## config.mk

```make
export PLATFORM = sky130hd
export DESIGN_NAME = cashaddr_encoder_160_core
export DESIGN_NICKNAME = d
export VERILOG_FILES = /design/src/design/ca160_pkg.sv /design/src/design/ca160_polystep.sv /design/src/design/ca160_emit.sv /design/src/design/cashaddr_encoder_160_core.sv
export SDC_FILE = /design/constraint.sdc
export NUM_CORES = 1
export LEC_CHECK = 0
export BUFFER_PORTS_ARGS = -buffer_cell sky130_fd_sc_hd__buf_2
export CAP_MARGIN = 5
export CORE_ASPECT_RATIO = 0.75
export CORE_UTILIZATION = 45
export CTS_CLUSTER_SIZE = 10
export DETAILED_ROUTE_END_ITERATION = 10
export PLACE_DENSITY = 0.72
export SYNTH_ARGS = -nofsm -noshare
export SYNTH_HDL_FRONTEND = slang
export SYNTH_SLANG_ARGS = --single-unit
```

## constraint.sdc

```tcl
create_clock -name clk -period 5.55 [get_ports clk]
set_input_delay 0.8325 -clock clk [delete_from_list [all_inputs] [get_ports clk]]
set_output_delay 0.8325 -clock clk [all_outputs]
set_load 0.005 [all_outputs]
```

## src/design/ca160_pkg.sv

```systemverilog
`timescale 1ns / 1ps
`default_nettype none
package ca160_pkg;

  localparam int unsigned AccW     = 40;
  localparam int unsigned GrpW     = 5;
  localparam int unsigned CharW    = 7;
  localparam int unsigned LastByte = 20;

  localparam logic [AccW-1:0] SeedMain = 40'd1058337025301;
  localparam logic [AccW-1:0] SeedTest = 40'd584719417569;

  localparam logic [AccW-1:0] Gen0 = 40'h98f2bc8e61;
  localparam logic [AccW-1:0] Gen1 = 40'h79b76d99e2;
  localparam logic [AccW-1:0] Gen2 = 40'hf33e5fb3c4;
  localparam logic [AccW-1:0] Gen3 = 40'hae2eabe2a8;
  localparam logic [AccW-1:0] Gen4 = 40'h1e4f43e470;

  localparam logic [3:0] PrefixLenMain = 4'd12;
  localparam logic [3:0] PrefixLenTest = 4'd8;

  typedef enum logic [2:0] {
    ST_IDLE,
    ST_PREFIX,
    ST_DATA,
    ST_PAD,
    ST_CALC,
    ST_CSUM
  } emit_state_t;

  // word offered by the emitter plus its status toward the top level
  typedef struct packed {
    logic             valid;
    logic [CharW-1:0] char_code;
    logic             last_char;
    logic             final_word;
    logic             busy;
  } emit_t;

  // base32 alphabet, ASCII codes
  function automatic logic [CharW-1:0] b32_char(input logic [GrpW-1:0] g);
    logic [CharW-1:0] c;
    case (g)
      5'd0:  c = 7'h71;
      5'd1:  c = 7'h70;
      5'd2:  c = 7'h7a;
      5'd3:  c = 7'h72;
      5'd4:  c = 7'h79;
      5'd5:  c = 7'h39;
      5'd6:  c = 7'h78;
      5'd7:  c = 7'h38;
      5'd8:  c = 7'h67;
      5'd9:  c = 7'h66;
      5'd10: c = 7'h32;
      5'd11: c = 7'h74;
      5'd12: c = 7'h76;
      5'd13: c = 7'h64;
      5'd14: c = 7'h77;
      5'd15: c = 7'h30;
      5'd16: c = 7'h73;
      5'd17: c = 7'h33;
      5'd18: c = 7'h6a;
      5'd19: c = 7'h6e;
      5'd20: c = 7'h35;
      5'd21: c = 7'h34;
      5'd22: c = 7'h6b;
      5'd23: c = 7'h68;
      5'd24: c = 7'h63;
      5'd25: c = 7'h65;
      5'd26: c = 7'h36;
      5'd27: c = 7'h6d;
      5'd28: c = 7'h75;
      5'd29: c = 7'h61;
      5'd30: c = 7'h37;
      5'd31: c = 7'h6c;
      default: c = 7'h71;
    endcase
    return c;
  endfunction

  // prefix text, ASCII codes; the colon closes both variants
  function automatic logic [CharW-1:0] prefix_char(input logic test, input logic [3:0] idx);
    logic [CharW-1:0] c;
    case ({test, idx})
      5'h00: c = 7'h62;
      5'h01: c = 7'h69;
      5'h02: c = 7'h74;
      5'h03: c = 7'h63;
      5'h04: c = 7'h6f;
      5'h05: c = 7'h69;
      5'h06: c = 7'h6e;
      5'h07: c = 7'h63;
      5'h08: c = 7'h61;
      5'h09: c = 7'h73;
      5'h0a: c = 7'h68;
      5'h0b: c = 7'h3a;
      5'h10: c = 7'h62;
      5'h11: c = 7'h63;
      5'h12: c = 7'h68;
      5'h13: c = 7'h74;
      5'h14: c = 7'h65;
      5'h15: c = 7'h73;
      5'h16: c = 7'h74;
      5'h17: c = 7'h3a;
      default: c = 7'h3a;
    endcase
    return c;
  endfunction

  // low-bit mask for a leftover count of 0..4
  function automatic logic [3:0] lo_mask(input logic [2:0] cnt);
    logic [4:0] m;
    m = (5'd1 << cnt) - 5'd1;
    return m[3:0];
  endfunction

endpackage
`default_nettype wire

```

## src/design/ca160_polystep.sv

```systemverilog
`timescale 1ns / 1ps
`default_nettype none
module ca160_polystep (
  input  wire logic [ca160_pkg::AccW-1:0] acc_i,
  input  wire logic [ca160_pkg::GrpW-1:0] grp_i,
  output logic      [ca160_pkg::AccW-1:0] acc_o
);

  logic [4:0] top;

  assign top = acc_i[39:35];

  always_comb begin
    acc_o = {acc_i[34:0], grp_i};
    if (top[0]) acc_o = acc_o ^ ca160_pkg::Gen0;
    if (top[1]) acc_o = acc_o ^ ca160_pkg::Gen1;
    if (top[2]) acc_o = acc_o ^ ca160_pkg::Gen2;
    if (top[3]) acc_o = acc_o ^ ca160_pkg::Gen3;
    if (top[4]) acc_o = acc_o ^ ca160_pkg::Gen4;
  end

endmodule
`default_nettype wire

```

## src/design/ca160_emit.sv

```systemverilog
`timescale 1ns / 1ps
`default_nettype none
module ca160_emit (
  input  wire logic                 clk,
  input  wire logic                 rst_n,
  input  wire logic                 load,
  input  wire logic [7:0]           byte_value,
  input  wire logic                 is_testnet,
  input  wire logic                 with_prefix,
  input  wire logic                 take,
  output ca160_pkg::emit_t          emit
);

  ca160_pkg::emit_state_t state_r, state_nxt;
  logic [4:0]                 byte_idx_r, byte_idx_nxt;
  logic [11:0]                buf_r, buf_nxt;
  logic [3:0]                 cnt_r, cnt_nxt;
  logic [ca160_pkg::AccW-1:0] acc_r, acc_nxt;
  logic [3:0]                 sub_r, sub_nxt;
  logic                       sel_test_r, sel_test_nxt;
  logic                       last_byte_r, last_byte_nxt;

  logic [3:0]                 sh;
  logic                       more;
  logic [ca160_pkg::GrpW-1:0] data_grp, pad_grp, csum_grp, grp_in;
  logic [8:0]                 pad_wide;
  logic [5:0]                 csh;
  logic [3:0]                 lc_src;
  logic [3:0]                 prefix_len;
  logic                       fire, first;
  logic [2:0]                 lc_l;
  logic [3:0]                 lb_l;
  logic [ca160_pkg::AccW-1:0] step_acc, z1_acc, z2_acc;

  // groups of the held byte, the padded tail group and the checksum groups
  assign sh       = cnt_r - 4'd5;
  assign more     = (sh >= 4'd5);
  assign data_grp = 5'(buf_r >> sh[2:0]);
  assign pad_wide = {5'd0, buf_r[3:0] & ca160_pkg::lo_mask(cnt_r[2:0])} << (3'd5 - cnt_r[2:0]);
  assign pad_grp  = pad_wide[4:0];
  assign csh      = 6'(3'd7 - sub_r[2:0]) * 6'd5;
  assign csum_grp = 5'(acc_r >> csh);
  assign grp_in   = (state_r == ca160_pkg::ST_PAD) ? pad_grp : data_grp;
  assign prefix_len = sel_test_r ? ca160_pkg::PrefixLenTest : ca160_pkg::PrefixLenMain;

  ca160_polystep u_step (.acc_i(acc_r),  .grp_i(grp_in), .acc_o(step_acc));
  ca160_polystep u_z0   (.acc_i(acc_r),  .grp_i(5'd0),   .acc_o(z1_acc));
  ca160_polystep u_z1   (.acc_i(z1_acc), .grp_i(5'd0),   .acc_o(z2_acc));

  always_comb begin
    emit = '0;
    emit.busy = (state_r != ca160_pkg::ST_IDLE);
    case (state_r)
      ca160_pkg::ST_PREFIX: begin
        emit.valid     = 1'b1;
        emit.char_code = ca160_pkg::prefix_char(sel_test_r, sub_r);
      end
      ca160_pkg::ST_DATA: begin
        emit.valid      = 1'b1;
        emit.char_code  = ca160_pkg::b32_char(data_grp);
        emit.final_word = !more && !last_byte_r;
      end
      ca160_pkg::ST_PAD: begin
        emit.valid     = 1'b1;
        emit.char_code = ca160_pkg::b32_char(pad_grp);
      end
      ca160_pkg::ST_CSUM: begin
        emit.valid      = 1'b1;
        emit.char_code  = ca160_pkg::b32_char(csum_grp);
        emit.last_char  = (sub_r == 4'd7);
        emit.final_word = (sub_r == 4'd7);
      end
      default: begin
      end
    endcase
  end

  assign fire   = emit.valid && take;
  assign first  = (byte_idx_r == 5'd0);
  assign lc_src = (state_r == ca160_pkg::ST_DATA) ? sh : cnt_r;
  assign lc_l   = first ? 3'd0 : lc_src[2:0];
  assign lb_l   = first ? 4'd0 : (buf_r[3:0] & ca160_pkg::lo_mask(lc_src[2:0]));

  always_comb begin
    state_nxt     = state_r;
    byte_idx_nxt  = byte_idx_r;
    buf_nxt       = buf_r;
    cnt_nxt       = cnt_r;
    acc_nxt       = acc_r;
    sub_nxt       = sub_r;
    sel_test_nxt  = sel_test_r;
    last_byte_nxt = last_byte_r;

    case (state_r)
      ca160_pkg::ST_PREFIX: begin
        if (fire) begin
          sub_nxt = sub_r + 4'd1;
          if (sub_r == prefix_len - 4'd1) state_nxt = ca160_pkg::ST_DATA;
        end
      end
      ca160_pkg::ST_DATA: begin
        if (fire) begin
          acc_nxt = step_acc;
          cnt_nxt = sh;
          if (!more) state_nxt = last_byte_r ? ca160_pkg::ST_PAD : ca160_pkg::ST_IDLE;
        end
      end
      ca160_pkg::ST_PAD: begin
        if (fire) begin
          acc_nxt   = step_acc;
          sub_nxt   = 4'd0;
          state_nxt = ca160_pkg::ST_CALC;
        end
      end
      ca160_pkg::ST_CALC: begin
        // two zero steps a cycle
        acc_nxt = z2_acc;
        sub_nxt = sub_r + 4'd1;
        if (sub_r == 4'd3) begin
          acc_nxt   = z2_acc ^ 40'd1;
          sub_nxt   = 4'd0;
          state_nxt = ca160_pkg::ST_CSUM;
        end
      end
      ca160_pkg::ST_CSUM: begin
        if (fire) begin
          sub_nxt = sub_r + 4'd1;
          if (sub_r == 4'd7) state_nxt = ca160_pkg::ST_IDLE;
        end
      end
      default: begin
      end
    endcase

    // a new byte lands on the cycle its predecessor sends its final word
    if (load) begin
      buf_nxt       = {lb_l, byte_value};
      cnt_nxt       = {1'b0, lc_l} + 4'd8;
      last_byte_nxt = (byte_idx_r == 5'(ca160_pkg::LastByte));
      byte_idx_nxt  = last_byte_nxt ? 5'd0 : byte_idx_r + 5'd1;
      state_nxt     = ca160_pkg::ST_DATA;
      if (first) begin
        acc_nxt      = is_testnet ? ca160_pkg::SeedTest : ca160_pkg::SeedMain;
        sel_test_nxt = is_testnet;
        if (with_prefix) begin
          state_nxt = ca160_pkg::ST_PREFIX;
          sub_nxt   = 4'd0;
        end
      end
    end
  end

  always_ff @(posedge clk) begin
    if (!rst_n) begin
      state_r    <= ca160_pkg::ST_IDLE;
      byte_idx_r <= 5'd0;
      cnt_r      <= 4'd0;
      sub_r      <= 4'd0;
    end else begin
      state_r    <= state_nxt;
      byte_idx_r <= byte_idx_nxt;
      cnt_r      <= cnt_nxt;
      sub_r      <= sub_nxt;
    end
  end

  always_ff @(posedge clk) begin
    buf_r       <= buf_nxt;
    acc_r       <= acc_nxt;
    sel_test_r  <= sel_test_nxt;
    last_byte_r <= last_byte_nxt;
  end

endmodule
`default_nettype wire

```

## src/design/cashaddr_encoder_160_core.sv

```systemverilog
`timescale 1ns / 1ps
`default_nettype none
// Streaming address-string encoder for a type byte plus a 20-byte hash.
// Feed the 21 bytes of one address in order on the in_ channel; the out_
// channel returns ASCII characters one word per cycle, except while the
// output stalls or the checksum is being finished: the optional prefix
// and colon (12 characters for mainnet, 8 for testnet), 34 base32 data
// characters (last one zero padded) and 8 checksum characters, with
// out_last_char high on the final checksum character. A middle byte
// yields 1 or 2 characters, the first byte adds the prefix characters,
// and the last byte yields two data characters, then the checksum
// finishing (two polymod steps per cycle) and the checksum characters;
// the character emitter sets the rate. A registered output stage lets
// the next byte be taken on the same cycle its predecessor's final word
// is handed over.
// is_testnet and with_prefix are sampled when the first byte of an address
// is taken; write them only while the block is idle.
module cashaddr_encoder_160_core (
  input  wire logic       clk,
  input  wire logic       rst_n,
  input  wire logic       in_valid,
  output logic            in_ready,
  input  wire logic [7:0] in_byte_value,
  output logic            out_valid,
  input  wire logic       out_ready,
  output logic [6:0]      out_char_code,
  output logic            out_last_char,
  input  wire logic       cfg_we,
  input  wire logic       cfg_index,
  input  wire logic       cfg_wdata
);

  localparam logic CfgIsTestnet  = 1'b0;
  localparam logic CfgWithPrefix = 1'b1;

  logic              is_testnet_r, with_prefix_r;
  logic              out_valid_r;
  logic [6:0]        out_char_r;
  logic              out_last_r;
  logic              out_take;
  logic              in_fire;
  ca160_pkg::emit_t  emit;

  // configuration registers
  always_ff @(posedge clk) begin
    if (!rst_n) begin
      is_testnet_r  <= 1'b0;
      with_prefix_r <= 1'b1;
    end else if (cfg_we) begin
      if (cfg_index == CfgIsTestnet)  is_testnet_r  <= cfg_wdata;
      if (cfg_index == CfgWithPrefix) with_prefix_r <= cfg_wdata;
    end
  end

  // output register accepts a new word when empty or draining this cycle
  assign out_take = !out_valid_r || out_ready;

  // take a byte when idle, or when the held byte's final word moves out
  assign in_ready = !emit.busy || (emit.final_word && out_take);
  assign in_fire  = in_valid && in_ready;

  ca160_emit u_emit (
    .clk         (clk),
    .rst_n       (rst_n),
    .load        (in_fire),
    .byte_value  (in_byte_value),
    .is_testnet  (is_testnet_r),
    .with_prefix (with_prefix_r),
    .take        (out_take),
    .emit        (emit)
  );

  always_ff @(posedge clk) begin
    if (!rst_n) begin
      out_valid_r <= 1'b0;
    end else if (out_take) begin
      out_valid_r <= emit.valid;
    end
  end

  // payload: hold while stalled, advance with each new word
  always_ff @(posedge clk) begin
    if (out_take && emit.valid) begin
      out_char_r <= emit.char_code;
      out_last_r <= emit.last_char;
    end
  end

  assign out_valid     = out_valid_r;
  assign out_char_code = out_char_r;
  assign out_last_char = out_last_r;

  // a byte is taken mid-item only as the held byte's final word leaves
  a_accept_on_final : assert property (@(posedge clk) disable iff (!rst_n)
    (in_fire && emit.busy) |-> (emit.final_word && emit.valid && out_take))
    else $error("byte accepted while emitter still had words to send");

  // the closing checksum character always ends the held item
  a_last_is_final : assert property (@(posedge clk) disable iff (!rst_n)
    (emit.valid && emit.last_char) |-> emit.final_word)
    else $error("last character not marked as final word");

  // a word handed to the output stage shows up there next cycle
  a_word_lands : assert property (@(posedge clk) disable iff (!rst_n)
    (emit.valid && out_take) |=> out_valid_r)
    else $error("emitted word lost before output register");

endmodule
`default_nettype wire
```

Word level (Yosys, flattened, before mapping)
Memories as Yosys holds them, arrays and structs flattened.
Index checks and enable logic that the tools add are counted.
Widths: inputs -> output; s select.
{ "word_totals": {"inputBits": 15, "register_bits": 81, "out_inout_bits": 10, "wordCells": 143, "romBits": 768, "n_memories": 4} }
{ "memory_table": {"columns": ["memory", "words", "width", "read_ports", "rd_ports_with_merged_regs", "wr", "line", "text"], "rows": [
  ["(no name shown)", 32, 6, 1, 0, 0, "ca160_pkg.sv:84", "case ({test, idx})"],
  ["(no name shown)", 32, 6, 1, 0, 0, "ca160_pkg.sv:43", "case (g)"],
  ["(no name shown)", 32, 6, 1, 0, 0, "ca160_pkg.sv:43", null],
  ["(no name shown)", 32, 6, 1, 0, 0, "ca160_pkg.sv:43", null]
]} }
{ "classes": {"n_addsub": 9, "mux": 51, "n_lt_le_gt_ge": 1, "eq_ne": 17, "reduce_logical": 22, "n_bitwise": 19, "n_mul": 1, "shift": 5} }
{ "op_table": {"columns": ["cell", "n"], "rows": [
  ["$mux 40", 12],
  ["$mux 39", 4],
  ["$mux 37", 3],
  ["$pmux 40 s2", 1],
  ["$not 25->25", 3],
  ["$not 24->24", 3],
  ["$not 21->21", 3],
  ["$not 20->20", 3],
  ["$not 19->19", 3],
  ["$shr 40x6->5", 1],
  ["$mux 3", 13],
  ["$mux 4", 9],
  ["$pmux 8 s4", 1],
  ["$ne 3x2->1 const B", 7],
  ["$pmux 3 s5", 1],
  ["$pmux 4 s3", 1],
  ["$shr 12x3->5", 1],
  ["$sub 4x1->4 const B", 3],
  ["$mux 5", 2],
  ["$reduce_and 9->1", 1],
  ["$and 4x4->4", 2],
  ["$reduce_and 2->1", 4],
  ["$shl 1x3->4 const A", 2],
  ["$eq 3x2->1 const B", 2],
  ["other kinds (28)", 40]
]} }

Depth between registers and ports, before layout
{ "depth": {"word_depth": 25, "depth_mapped": 16, "ltp_nobuf": 14} }

Modules after synthesis
From an unflattened synthesis, not the netlist that was laid out.
{ "unflattened": {"hier_cells": 981, "hier_area_um2": 9430.3} }
{ "modules_own_cells": {"columns": ["module", "seq_area_each_um2", "cells_per_inst", "n_inst", "area_each_um2"], "rows": [
  ["ca160_emit", 1541.5, 777, 1, 6736.5],
  ["ca160_polystep", 0.0, 59, 3, 765.7],
  ["cashaddr_encoder_160_core", 300.3, 27, 1, 396.6]
]} }

Least setup slack after synthesis
OpenSTA, ideal clock, no wires.
{ "synth_timing": {"kind": "flip-flop to flip-flop", "from": "reg u_emit.sub_r[0]", "to": "reg out_char_r[6] (netlist: out_char_code[6]) (data pin)", "path_slack_ns": 1.768, "setup_time_ns": 0.272, "path_stages_with_launch": 16, "arrival_time_ns": 3.510, "path_buffers": 3, "required_ns": 5.278, "period_less_slack_ns": 3.782, "path_cell_list": "dfxtp_1 buf_6 buf_4 inv_2 ha_1 ha_1 ha_1 clkbuf_1 or3b_2 a221oi_1 o21ai_0 nand3_1 or2_2 mux2i_1 o211a_1 or4_1"} }
{ "synth_lines": {"columns": ["item", "line", "text"], "rows": [
  ["from (decl)", "ca160_emit.sv:19", "logic [3:0] sub_r, sub_nxt;"],
  ["from (signal assigned)", "ca160_emit.sv:163", "sub_r <= sub_nxt;"],
  ["to (signal assigned)", "cashaddr_encoder_160_core.sv:84", "out_char_r <= emit.char_code;"],
  ["to (decl)", "cashaddr_encoder_160_core.sv:38", "logic [6:0] out_char_r;"]
]} }

==> results.sh <==
export IMPL_path_delay_family="simple AND/OR/NAND/NOR gates"
export IMPL_outcome="finished, final reports clean"
export IMPL_cp_required_ns=5.65
export IMPL_ys_seq_area_share_pct=22.3
export IMPL_fmax_mhz=230
export IMPL_syn2layout_area_growth_pct=6.08
export IMPL_synth_cells=968
export IMPL_synth_largest_area_cell="dfxtp_1"
export IMPL_synth_flop_cell="dfxtp_1"
export IMPL_postCtsHoldBufs=0
export IMPL_syn_nets=1008
export IMPL_fp_dieW_microns=158
export IMPL_finalClockSkew_ns=0.00441
export IMPL_place_gp_congestion=0.977
export IMPL_synthArstFlopShare_pct=0
export IMPL_crit_path_frequent_cell="nor2_1"
export IMPL_numPortBuffers=24
export IMPL_die_area_sq_um=18900
export IMPL_drv_slew=0
export IMPL_synthesis_area_sq_um=8250
export IMPL_post_cts_resized=0
export IMPL_synthTopCellsByCount="nand2_1, nor2_1, xnor2_1"
export IMPL_clkTransAtPathRegs_ns=0.06
export IMPL_clock_path_buffers=2
export IMPL_max_cap_violations=0
export IMPL_fin_nets=976
export IMPL_dieHeight_microns=119
export IMPL_yosysUniqueCellTypes=75
export IMPL_hold_viol=0
export IMPL_globalRouteTotalUtil_pct=25.7
export IMPL_drtIter0Drc=971
export IMPL_synth_edf_count=22
export IMPL_cp_arrival_ns=4.45
export IMPL_antenna_found_initial=0
export IMPL_crit_fanout=20
export IMPL_rsz0062_at_grt="false"
export IMPL_wl_per_cell_microns=19.8
export IMPL_min_path_type="reg2reg"
export IMPL_row_count=42
export IMPL_grt_max_degree=57
export IMPL_cts_made_buffers=9
export IMPL_vias=7544
export IMPL_worst_pin_slew_ns=0.971
export IMPL_synth_top_area_share_pct=14.3
export IMPL_io_pins=25
export IMPL_root_buffer="clkbuf_16"
export IMPL_relSlewSlack_pct=35.2
export IMPL_path_class="reg2reg"
export IMPL_setup_viol=0
export IMPL_grt_first_pass_wirelength_microns=37700
export IMPL_cp_cell_sequence="inv_1 -> ha_1 -> buf_4 -> nor2_1 -> a222oi_1 -> nand4_1 -> o211ai_1 -> nor2_1 -> mux2i_1 -> o211a_1 -> or4_1"
export IMPL_min_period_over_period_pct=78.4
export IMPL_ys_seq_elements=81
export IMPL_first_global_vias=6695
export IMPL_wl_microns=23500
export IMPL_syn_area_per_cell_sq_um=8.52
export IMPL_drc_errors=0
export IMPL_critPathMaxStageDelay_ns=0.59
export IMPL_dp_hpwl_microns=16800
export IMPL_crit_path_end_kind="register"
export IMPL_cts_max_level=3
export IMPL_tns_ns=0
export IMPL_path_buf_inv=2
export IMPL_drt_pass1_iterations=7
export IMPL_post_cts_buffers=0
export IMPL_initial_core_util_pct=46.3
export IMPL_insertion_delay_ns=0.35
export IMPL_period_minus_slack_ns=4.35
export IMPL_drive_gt1_share_pct=12.3
export IMPL_cts_num_sinks=81
export IMPL_postRouteAntennaNets=0
export IMPL_grt_overflow=0
export IMPL_viasPerCell=6.38
export IMPL_yosys_top_cells_area="dfxtp_1, mux4_2, edfxtp_1"
export IMPL_yosys_warnings=0
export IMPL_diodes=0
export IMPL_core_area_sq_um=17800
export IMPL_crit_slowest_cell="dfxtp_1"
export IMPL_cts_tree="built"
export IMPL_cp_start_kind="register"
==> path summary, 6_finish.rpt <==
path,endpoint,cells after the start,start,slack (ns)
worst min register to register,with_prefix_r$_SDFFE_PN1P_,2,with_prefix_r$_SDFFE_PN1P_,0.48
worst max-delay path,out_char_code[6]$_DFFE_PP_,11,u_emit.sub_r[2]$_SDFF_PN0_,1.20
worst max register to register,out_char_code[6]$_DFFE_PP_,11,u_emit.sub_r[2]$_SDFF_PN0_,1.20
worst min-delay path,with_prefix_r$_SDFFE_PN1P_,2,with_prefix_r$_SDFFE_PN1P_,0.48
==> stage by stage <==
step | instance area, sq um | hold WS [ns] | util (%) | cells | setup slack [ns]
after floorplan | 8250 | 0.439 | - | 968 | 1.77
after global placement | 8450 | 0.456 | 47.4 | 1167 | 1.41
after detailed placement | 8450 | 0.461 | 47.4 | 1167 | 1.28
after CTS | 8750 | 0.476 | 49.1 | 1183 | 1.26
after global routing | 8750 | 0.493 | 49.1 | 1183 | 0.955
final | 8750 | 0.476 | 49.1 | 1183 | 1.20
==> placed cells by master (no fill, tap or decap), types with 6 or more instances in the layout <==
cell type	n
buf_4	17
a31oi_1	11
edfxtp_1	22
inv_1	17
xor2_1	59
nand2_1	79
a211oi_1	6
ha_1	25
clkbuf_16	10
mux4_2	31
a21oi_1	62
mux2_2	6
nor2b_1	15
o21ai_0	38
buf_2	24
xnor2_1	72
a221oi_1	36
and2_1	10
o21a_1	8
mux2i_1	46
and3_1	6
o21ai_1	6
nor4_1	7
a21boi_0	7
o221ai_1	6
nand2b_1	19
nor2_1	78
nor3_1	18
nand4_1	10
dfxtp_1	57
o22ai_1	10
o211ai_1	9
nand3_1	18
a22oi_1	17
==> state kept, by name (all words and copies together) (netlist names), 3 cells and up <==
register and cells:
out_char_code 7, u_emit.acc_r 40, u_emit.buf_r 12, u_emit.byte_idx_r 5, u_emit.cnt_r 4, u_emit.state_r 3
u_emit.sub_r 4
==> metal layers <==
layer  global-route usage [%]  vias up  wire (microns)
met5                        0        -               0
met4                     6.67        0             310
met3                     6.55       28            2630
met2                     33.3      392            9430
met1                     40.8     3626           11100
li1                         -     3498               -
==> kinds of logic after synthesis <==
family	after synthesis	share of synthesized area [%]
compound gates	249	20.6
xor+xnor	141	16.3
fa+ha+maj	25	3.79
buf+inv	105	5.29
flops	81	22.3
mux	84	15.2
simple gates	283	16.5
==> final cells by class <==
type | count | area (sq um)
clock buffer | 11 | 264
fill | 1685 | 9060
inverter | 21 | 78.8
sequential | 81 | 1840
tap | 242 | 303
multi-input combinational | 782 | 5980
timing repair buffer | 41 | 248
clock inverter | 5 | 37.5
==> worst register-to-register path: stages, from the launching register on <==
cell	delay, ns
dfxtp_1	0.59
inv_1	0.24
ha_1	0.53
buf_4	0.31
nor2_1	0.44
a222oi_1	0.21
nand4_1	0.13
o211ai_1	0.15
nor2_1	0.57
mux2i_1	0.16
o211a_1	0.25
or4_1	0.51
Power is not shown: default switching activity piles up to over one toggle a cycle in this logic, so the estimate is an artifact.
